$ cat src/hdl/acbp_pkg.sv
// ----------------------------------------------------------------------------
// acbp_pkg
// shared constants, tables and types for the arc curvature block
// ----------------------------------------------------------------------------
package acbp_pkg;

    localparam int DEF_COORD_WIDTH     = 32;
    localparam int DEF_COORD_FRAC_BITS = 16;
    localparam int DEF_ANGLE_WIDTH     = 32;

    // q30 angle and sine datapath widths
    localparam int ANG_W       = 36;
    localparam int RED_W       = 33;
    localparam int X_W         = 33;
    localparam int X2_W        = 32;
    localparam int T_W         = 31;
    localparam int P_W         = 33;
    localparam int QE_W        = 31;
    localparam int RECIP_SHIFT = 33;
    localparam int RECIP_W     = 31;
    localparam int DIV_W       = 8;
    localparam int SIN_W       = 34;
    localparam int TERMS       = 7;
    localparam int SINE_LAT    = 3 + 3 * TERMS + 1;

    localparam int Q_DEPTH     = 4;

    localparam logic signed [ANG_W-1:0] PI_Q30       = 36'sd3373259426;
    localparam logic signed [ANG_W-1:0] HALF_PI_Q30  = 36'sd1686629713;
    localparam logic signed [ANG_W-1:0] TWO_PI_Q30   = 36'sd6746518852;
    localparam logic signed [ANG_W-1:0] THREE_PI_Q30 = 36'sd10119778278;
    localparam logic signed [ANG_W-1:0] FOUR_PI_Q30  = 36'sd13493037704;

    localparam logic [T_W-1:0] Q30_ONE = 31'd1073741824;

    typedef logic [DIV_W-1:0]   tdiv_t;
    typedef logic [RECIP_W-1:0] recip_t;

    // horner divisors and floor(2^33 / divisor)
    localparam tdiv_t TAYLOR_DIV [TERMS] = '{
        8'd210, 8'd156, 8'd110, 8'd72, 8'd42, 8'd20, 8'd6
    };
    localparam recip_t TAYLOR_RECIP [TERMS] = '{
        31'd40904450, 31'd55063683, 31'd78090314, 31'd119304647,
        31'd204522252, 31'd429496729, 31'd1431655765
    };

    typedef struct packed {
        logic neg;
        logic coincident;
    } acbp_flags_t;

endpackage

$ cat src/hdl/acbp_queue.sv
// ----------------------------------------------------------------------------
// acbp_queue
// short fifo between the front and the back of the block
// ----------------------------------------------------------------------------
module acbp_queue #(
    parameter int WIDTH = 8,
    parameter int DEPTH = acbp_pkg::Q_DEPTH
) (
    input  logic             clk,
    input  logic             rst_n,
    input  logic             push,
    input  logic [WIDTH-1:0] push_data,
    input  logic             pop_ready,
    output logic             pop_valid,
    output logic [WIDTH-1:0] pop_data,
    output logic             full
);
    import acbp_pkg::*;

    localparam int PW = $clog2(DEPTH);
    localparam int CW = $clog2(DEPTH + 1);

    logic [WIDTH-1:0] mem [DEPTH];
    logic [PW-1:0]    wr_ptr_reg;
    logic [PW-1:0]    wr_ptr_next;
    logic [PW-1:0]    rd_ptr_reg;
    logic [PW-1:0]    rd_ptr_next;
    logic [CW-1:0]    count_reg;
    logic [CW-1:0]    count_next;
    logic             do_pop;

    assign pop_valid = (count_reg != '0);
    assign do_pop    = pop_valid && pop_ready;
    assign pop_data  = mem[rd_ptr_reg];
    assign full      = (count_reg == CW'(DEPTH));

    always_comb
    begin
        wr_ptr_next = wr_ptr_reg;
        rd_ptr_next = rd_ptr_reg;
        count_next  = count_reg;
        if (push)
        begin
            wr_ptr_next = (wr_ptr_reg == PW'(DEPTH - 1)) ? '0 : wr_ptr_reg + 1'b1;
        end
        if (do_pop)
        begin
            rd_ptr_next = (rd_ptr_reg == PW'(DEPTH - 1)) ? '0 : rd_ptr_reg + 1'b1;
        end
        if (push && !do_pop)
            count_next = count_reg + 1'b1;
        else if (!push && do_pop)
            count_next = count_reg - 1'b1;
    end

    always_ff @(posedge clk)
    begin
        if (push)
            mem[wr_ptr_reg] <= push_data;
    end

    always_ff @(posedge clk or negedge rst_n)
    begin
        if (!rst_n)
        begin
            wr_ptr_reg <= '0;
            rd_ptr_reg <= '0;
            count_reg  <= '0;
        end
        else
        begin
            wr_ptr_reg <= wr_ptr_next;
            rd_ptr_reg <= rd_ptr_next;
            count_reg  <= count_next;
        end
    end

endmodule

$ cat config.mk
export PLATFORM = sky130hd
export DESIGN_NAME = acbp_queue
export DESIGN_NICKNAME = d
export VERILOG_FILES = /design/src/hdl/acbp_pkg.sv /design/src/hdl/acbp_queue.sv
export SDC_FILE = /design/constraint.sdc
export NUM_CORES = 1
export LEC_CHECK = 0
export BUFFER_PORTS_ARGS = -buffer_cell sky130_fd_sc_hd__buf_2
export CELL_PAD_IN_SITES_DETAIL_PLACEMENT = 0
export CELL_PAD_IN_SITES_GLOBAL_PLACEMENT = 2
export CORE_MARGIN = 1
export CORE_UTILIZATION = 40
export DETAILED_ROUTE_END_ITERATION = 8
export PLACE_DENSITY_LB_ADDON = 0.1
export SETUP_SLACK_MARGIN = 0.02
export SKIP_CTS_REPAIR_TIMING = 1
export SLEW_MARGIN = 5
export SYNTH_ARGS = -nofsm -noshare
export SYNTH_HDL_FRONTEND = slang
export SYNTH_SLANG_ARGS = --single-unit
$ cat constraint.sdc
create_clock -name clk -period 2.76 [get_ports clk]
set_input_delay 0.138 -clock clk [delete_from_list [all_inputs] [get_ports clk]]
set_output_delay 0.138 -clock clk [all_outputs]
set_load 0.05 [all_outputs]
==> results by group, run 1 <==
Setup path
  • CP top delay family: simple AND/OR/NAND/NOR gates
  • Critical path buffer and inverter count: 1
  • Most used cell, CP: xor2_1
  • Critical path peak fanout: 4
  • Crit end category: register
  • Crit Path Class: reg2reg
  • Crit-path cells: or3_4 -> nand2_4 -> ha_1 -> inv_1 -> fa_1 -> xor2_1 -> nor2_1 -> xor2_1
  • Startpoint Class: register
  • Critical path arrival: 2.27 ns
  • Critical Path RT: 2.97 ns
  • Slowest-stage cell, CP: dfrtp_1
  • Crit-path max cell delay: 0.43 ns

Route
  • Post-route ant nets: 0
  • Vias: 761
  • # DRC: 0
  • Initial drt markers: 18
  • Drt wl/cell: between 15 and 20 um
  • Drt pass-1 iters: 4
  • Routed WL: 2330 um
  • Vias per cell: 4.91

Timing
  • Final worst setup slack: 0.700 ns
  • Unrepaired setup endpoints after global routing: false
  • Slew @ Worst Pin: 0.619 ns
  • Maximum clock frequency: ~0.49 GHz
  • Final worst path period share: 74.6%
  • Final Hold Viols: 0
  • Period minus WS final: 2.06 ns
  • Setup TNS: 0 ns
  • Clk_skew: 0.00544 ns
  • Final Slew Violations: 0
  • Slew headroom: about three fifths
  • Final setup fails: 0

Power and ir drop
  • Gate power share: around 37%
  • Worst VDD drop: 479 uV
  • PwrDens: 1150 nW/um2
  • Sequential power share: 41.9%
  • Clock power frac: 21.2%
  • Switching portion of total power: a little under two fifths
  • Total Power: ~2.1 mW
  • Leak: 0.701 nW
  • Internal Power: between 1 and 1.5 mW
  • P_sw: 804 uW

Worst hold path
  • Worst Hold Class: in2reg

Yosys
  • Distinct cell type count after synthesis: 19
  • Seq cells post-synth: 39
  • Synthesized area: 1580 um2
  • Mapped Cells: 79
  • Mapped Avg Cell Area: 20.0 um2
  • Syn Nets: 98
  • Syn. warnings: 0
  • Sequential-to-total area share from yosys stat: 71.8%

Global routing
  • Number of global-route vias before repair: roughly 800
  • Grt total ovfl: 0
  • First-pass GRT wire length: a little under 4000 um
  • Largest net degree at the start of global routing: 13
  • Overall Global Routing Usage: 13.7%
  • Initial antenna violation count: 0

Clock network
  • CTS Sinks: 39
  • Max Buffers Root-to-Sink: 2
  • CTS tree: done
  • CTS buffer count: 5
  • Clock latency on the worst-skew pair: 0.29 ns
  • H-tree Lvls: 2
  • CTS root buffer: clkbuf_8
  • CTS clk-pin slew, worst paths: roughly 0.070 ns

Die
  • Die area: 4210 um2
  • IO Pins: 22
  • DIE WIDTH: 64.9 um
  • Starting Density: 42.6%
  • Core box area: about 3700 um2
  • Die H: 64.9 um
  • Num rows: 22

Finish
  • Layout cell share with drive strength beyond 1: 38.3%
  • Fill cells: between 300 and 400
  • Fin nets: 125
  • N_diodes: 0
  • Area growth syn-to-layout: 17.3%
  • Number of flip-flops in the largest register: 32

Place
  • Placer Congestion: 0.737
  • Port buffer count: 21
  • Place WS: 0.700 ns
  • Placed wire-length estimate: 1620 um

Outcome
  • Outcome: completed

Run
  • Max Cap Viol: 0
-- area by class of cell --
type / count / area (um2) / area share, %
Clock buffer: 5 / 68.8 / 3.71
Sequential cell: 39 / 1140 / 61.2
Tap cell: 48 / 60.1 / 3.23
Inverter: 3 / 11.3 / 0.606
Timing Repair Buffer: 22 / 115 / 6.20
Clock inverter: 3 / 38.8 / 2.09
Multi-Input combinational cell: 35 / 427 / 23.0
-- per-stage QoR --
stage	std cells	cell area [um2]	hold WS [ns]	utilization [%]
after detailed placement	146	1740	-0.0150	46.8
after global routing	155	1860	0.0441	50.0
after CTS	154	1850	-0.330	49.7
after global placement	146	1740	-0.0143	46.8
final	155	1860	0.0591	50.0
after floorplan	79	1580	-0.158	-
-- layout by cell type (no fill, tap or decap), drive strengths merged, types with 2 or more instances in the layout --
cell type / instances
o21ai: 2
inv: 3
dfrtp: 7
edfxtp: 32
mux2: 3
mux4: 8
buf: 21
clkbuf: 5
and2: 4
clkinv: 2
ha: 6
nor2: 3
xor2: 2
nand2: 3
-- power groups by stage --
stage	sequential [mW]	clock, mW	combinational (mW)
global route	0.924	0.499	0.852
finish	0.899	0.454	0.791
detailed placement	0.919	0	0.802
CTS	0.906	0.468	0.805
global placement	0.913	0	0.798
floorplan	0.834	0	0.717
-- final timing paths --
check / slack (ns) / start / cells after the start / endpoint
setup / recovery: 0.70 / count_reg[0] / 8 / count_reg[2]
hold / removal: 0.06 / push_data[3] / 1 / mem[2][3]
min in group asynchronous: 0.21 / rst_n / 2 / wr_ptr_reg[1]
setup reg to reg: 0.70 / count_reg[0] / 8 / count_reg[2]
hold reg to reg: 0.50 / count_reg[2] / 1 / count_reg[2]
max in group asynchronous: 2.39 / rst_n / 2 / rd_ptr_reg[0]
-- Yosys cell counts --
cell type	n	area share, %
and2_1	4	1.6
buf_2	1	0.32
clkbuf_1	1	0.24
dfrtp_1	7	11
edfxtp_1	32	61
fa_1	1	1.3
ha_1	6	4.7
inv_1	3	0.71
mux2_2	1	0.71
mux2_4	2	1.9
mux4_2	8	11
nand2_1	2	0.47
nand2_4	1	0.71
nor2_1	3	0.71
nor3b_1	1	0.47
o21ai_0	2	0.63
or3_4	1	0.71
xnor2_1	1	0.55
xor2_1	2	1.1
-- metal layers --
| layer | GRT usage, % | routed length (um) | up-vias |
|---|---|---|---|
| met5 | 0 | 0 | - |
| met1 | 16.0 | 990 | 385 |
| li1 | - | - | 354 |
| met4 | 6.67 | 49 | 0 |
| met3 | 5.28 | 105 | 6 |
| met2 | 22.1 | 1180 | 16 |
-- cell families (layout without fill, tap and decap cells) --
family / after synthesis / in the layout / share of synthesized area (%)
muxes: 11 / 11 / 14.0
and+or+nand+nor: 12 / 12 / 4.66
buffers and inverters: 5 / 33 / 1.26
DFF: 39 / 39 / 71.8
adders and majority gates: 7 / 7 / 6.01
AOI/OAI and AO/OA: 2 / 2 / 0.632
xor gates and xnor gates: 3 / 3 / 1.66
Note: power is estimated with default switching activity, not from simulation.
==> run 2: changes to the inputs <==
--- a/config.mk
+++ b/config.mk
@@ -5,11 +5,12 @@
 export SDC_FILE = /design/constraint.sdc
 export NUM_CORES = 1
 export LEC_CHECK = 0
+export ABC_AREA = 1
 export BUFFER_PORTS_ARGS = -buffer_cell sky130_fd_sc_hd__buf_2
 export CELL_PAD_IN_SITES_DETAIL_PLACEMENT = 0
 export CELL_PAD_IN_SITES_GLOBAL_PLACEMENT = 2
 export CORE_MARGIN = 1
-export CORE_UTILIZATION = 40
+export CORE_UTILIZATION = 37
 export DETAILED_ROUTE_END_ITERATION = 8
 export PLACE_DENSITY_LB_ADDON = 0.1
 export SETUP_SLACK_MARGIN = 0.02
==> constraint.sdc (replaced) <==
create_clock -name clk -period 2 [get_ports clk]
set_input_delay 0.1 -clock clk [delete_from_list [all_inputs] [get_ports clk]]
set_output_delay 0.1 -clock clk [all_outputs]
set_load 0.05 [all_outputs]
==> results by group, run 2 <==
Outcome
  • Outcome: completed

Place
  • Inst Count DP: 218 (+49%)
  • Area after DPL: 1860 um2 (+6.8%)
  • Placed wire-length estimate: 1970 um (+21%)
  • Placer Congestion: 0.699 (-5.1%)
  • Port buffer count: 21 (unchanged)
  • Place WS: 0.259 ns (-0.441 ns)

Finish
  • Fin nets: 193 (+54%)
  • Design area: 1950 um2 (+4.9%)
  • N_diodes: 0 (unchanged)
  • Most common library cell in the layout ignoring fill and taps: nand2_1
  • Post-route insts no fill: 227 (+46%)
  • Most frequent cells in the layout: nand2_1, edfxtp_1, inv_1, buf_2, o211ai_1
  • Area growth syn-to-layout: 12.8%
  • Number of flip-flops in the largest register: 32 (unchanged)
  • Final core utilization: 44.1% (-5.8 points)
  • Fill cells: 428 (+31%)
  • Layout cell share with drive strength beyond 1: 16.6% (-22 points)

Setup path
  • Critical path arrival: 1.94 ns (-0.33 ns)
  • Critical Path RT: 2.18 ns (-0.79 ns)
  • Startpoint Class: register
  • Crit Path Class: reg2reg
  • Crit end category: register
  • Critical path peak fanout: 4 (unchanged)

Yosys
  • Yosys top cell area share: 55.7% (-5.1 points)
  • Post-synth EDFFs: 32 (unchanged)
  • Mapped Cells: 148 (+87%)
  • Simple-Gate Fraction of Synth Area: 11.5% (+6.9 points)
  • Synth area leaders: edfxtp_1, dfrtp_1, nand2_1, o211ai_1, inv_1
  • Synthesized area: 1730 um2 (+9.1%)
  • Most common cell in the netlist: nand2_1
  • Mux cell area share after synthesis: 0% (-14 points)
  • Distinct cell type count after synthesis: 14 (-5)
  • Commonest cells in the netlist: nand2_1, edfxtp_1, inv_1, o211ai_1, dfrtp_1
  • Complex-gate fraction of the synthesized area: 7.54% (+6.9 points)
  • Main combinational cell family by area after synthesis: simple AND/OR/NAND/NOR gates
  • Synth async-reset ratio: 17.9% (unchanged)
  • Syn. warnings: 0 (unchanged)
  • Synth Flop Type: edfxtp_1
  • Most area-hungry cell type in the Yosys netlist: edfxtp_1
  • Syn Nets: 167 (+70%)
  • Sequential-to-total area share from yosys stat: 65.8% (-6.0 points)
  • Seq cells post-synth: 39 (unchanged)
  • Synth Area in XOR/XNOR: 0.507% (-1.2 points)
  • Mapped Avg Cell Area: 11.7 um2 (-42%)
  • Adder-Cell Fraction of Synth Area: 5.51% (-0.50 points)

Timing
  • Slew @ Worst Pin: 0.401 ns (-0.217 ns)
  • Final Slew Violations: 0 (unchanged)
  • Final worst path period share: 88.0% (+13 points)
  • Slew headroom: 73.2% (+14 points)
  • Clk_skew: 0.00238 ns (-0.00307 ns)
  • Period minus WS final: 1.76 ns (-0.300 ns)
  • Final Hold Viols: 0 (unchanged)
  • Final worst setup slack: 0.239 ns (-0.460 ns)
  • Final setup fails: 0 (unchanged)
  • Setup TNS: 0 ns (unchanged)
  • Unrepaired setup endpoints after global routing: false
  • Maximum clock frequency: 0.568 GHz (+17%)

Die
  • DIE WIDTH: 70.3 um (+8.3%)
  • Num rows: 24 (+9.1%)
  • IO Pins: 22 (unchanged)
  • Core box area: 4410 um2 (+19%)
  • Die area: 4940 um2 (+17%)
  • Starting Density: 39.1% (-3.5 points)
  • Die H: 70.3 um (+8.3%)

Route
  • Vias: 1057 (+39%)
  • Drt pass-1 iters: 4 (unchanged)
  • Post-route ant nets: 0 (unchanged)
  • Vias per cell: 4.66 (-5.2%)
  • Routed WL: 2840 um (+22%)
  • # DRC: 0 (unchanged)
  • Initial drt markers: 45 (+27)
  • Drt wl/cell: 12.5 um (-17%)

Global routing
  • Number of global-route vias before repair: 1069 (+33%)
  • Overall Global Routing Usage: 13.5% (-0.19 points)
  • Grt total ovfl: 0 (unchanged)
  • Largest net degree at the start of global routing: 33 (+20)
  • Initial antenna violation count: 0 (unchanged)
  • First-pass GRT wire length: 4960 um (+25%)

Clock network
  • CTS clk-pin slew, worst paths: 0.07 ns (about the same)
  • Max Buffers Root-to-Sink: 2 (unchanged)
  • CTS tree: done
  • CTS buffer count: 5 (unchanged)
  • CTS root buffer: clkbuf_8
  • H-tree Lvls: 2 (unchanged)
  • Clock latency on the worst-skew pair: 0.28 ns (about the same)
  • CTS Sinks: 39 (unchanged)

Worst hold path
  • Worst Hold Class: in2reg

Power and ir drop
  • Leak: 0.866 nW (+24%)
  • Worst VDD drop: 626 uV (+31%)
  • PwrDens: 1540 nW/um2 (+33%)

Run
  • Max Cap Viol: 0 (unchanged)
run 2: path summary, 6_finish.rpt:
| kind | endpoint | slack [ns] | startpoint | depth (start not counted) |
|---|---|---|---|---|
| max | count_reg[2] | 0.24 | count_reg[0] | 10 |
| min | mem[3][0] | 0.03 | push_data[0] | 1 |
| max reg2reg | count_reg[2] | 0.24 | count_reg[0] | 10 |
| min reg2reg | count_reg[2] | 0.49 | count_reg[2] | 2 |
| max in group asynchronous | rd_ptr_reg[1] | 1.66 | rst_n | 2 |
| min in group asynchronous | rd_ptr_reg[0] | 0.18 | rst_n | 2 |
run 2: routing by layer:
layer | track usage (%) | share of wire (%) | up-vias
met2 | 23.9 | 54 | 23
met1 | 14.6 | 39 | 489
met5 | 0 | 0 | -
met3 | 4.91 | 5.1 | 5
met4 | 5.33 | 1.8 | 0
li1 | - | - | 540
run 2: final cells by class:
class,count,area [um2],share of cell area (%)
Clock buffer,6,72.6,3.73
Clock inverter,2,7.51,0.385
Inverter,27,101,5.20
Multi-Input combinational cell,77,435,22.4
Sequential cell,39,1140,58.3
Tap cell,52,65.1,3.34
Timing Repair Buffer,24,130,6.68
run 2: kinds of logic after synthesis:
logic type / count (synthesis)
AOI/OAI and AO/OA: 18
xor gates and xnor gates: 1
adders and majority gates: 7
buffers and inverters: 32
DFF: 39
and+or+nand+nor: 51
run 2: power by group:
| group | internal (mW) | total, mW | switching (mW) |
|---|---|---|---|
| sequential | 1.07 | 1.17 | 0.0963 |
| clock | 0.238 | 0.488 | 0.251 |
| combinational | 0.358 | 1.34 | 0.980 |
run 2: through the flow:
stage,hold WS (ns),power [mW]
2_1_floorplan,-0.196,2.31
3_3_place_gp,-0.0557,2.52
3_5_place_dp,-0.0505,2.55
4_1_cts,-0.361,3.04
5_1_grt,0.0204,3.22
6_report,0.0311,2.99
run 2: worst max-delay path, stage by stage (launching register included):
cell and delay [ns]:
dfrtp_1 0.44, nor2_1 0.14, nand2_2 0.08, nand2_1 0.10, ha_1 0.17, inv_1 0.07
fa_1 0.38, nand2_1 0.10, nand3_1 0.07, nand2_1 0.06, nand2_1 0.05
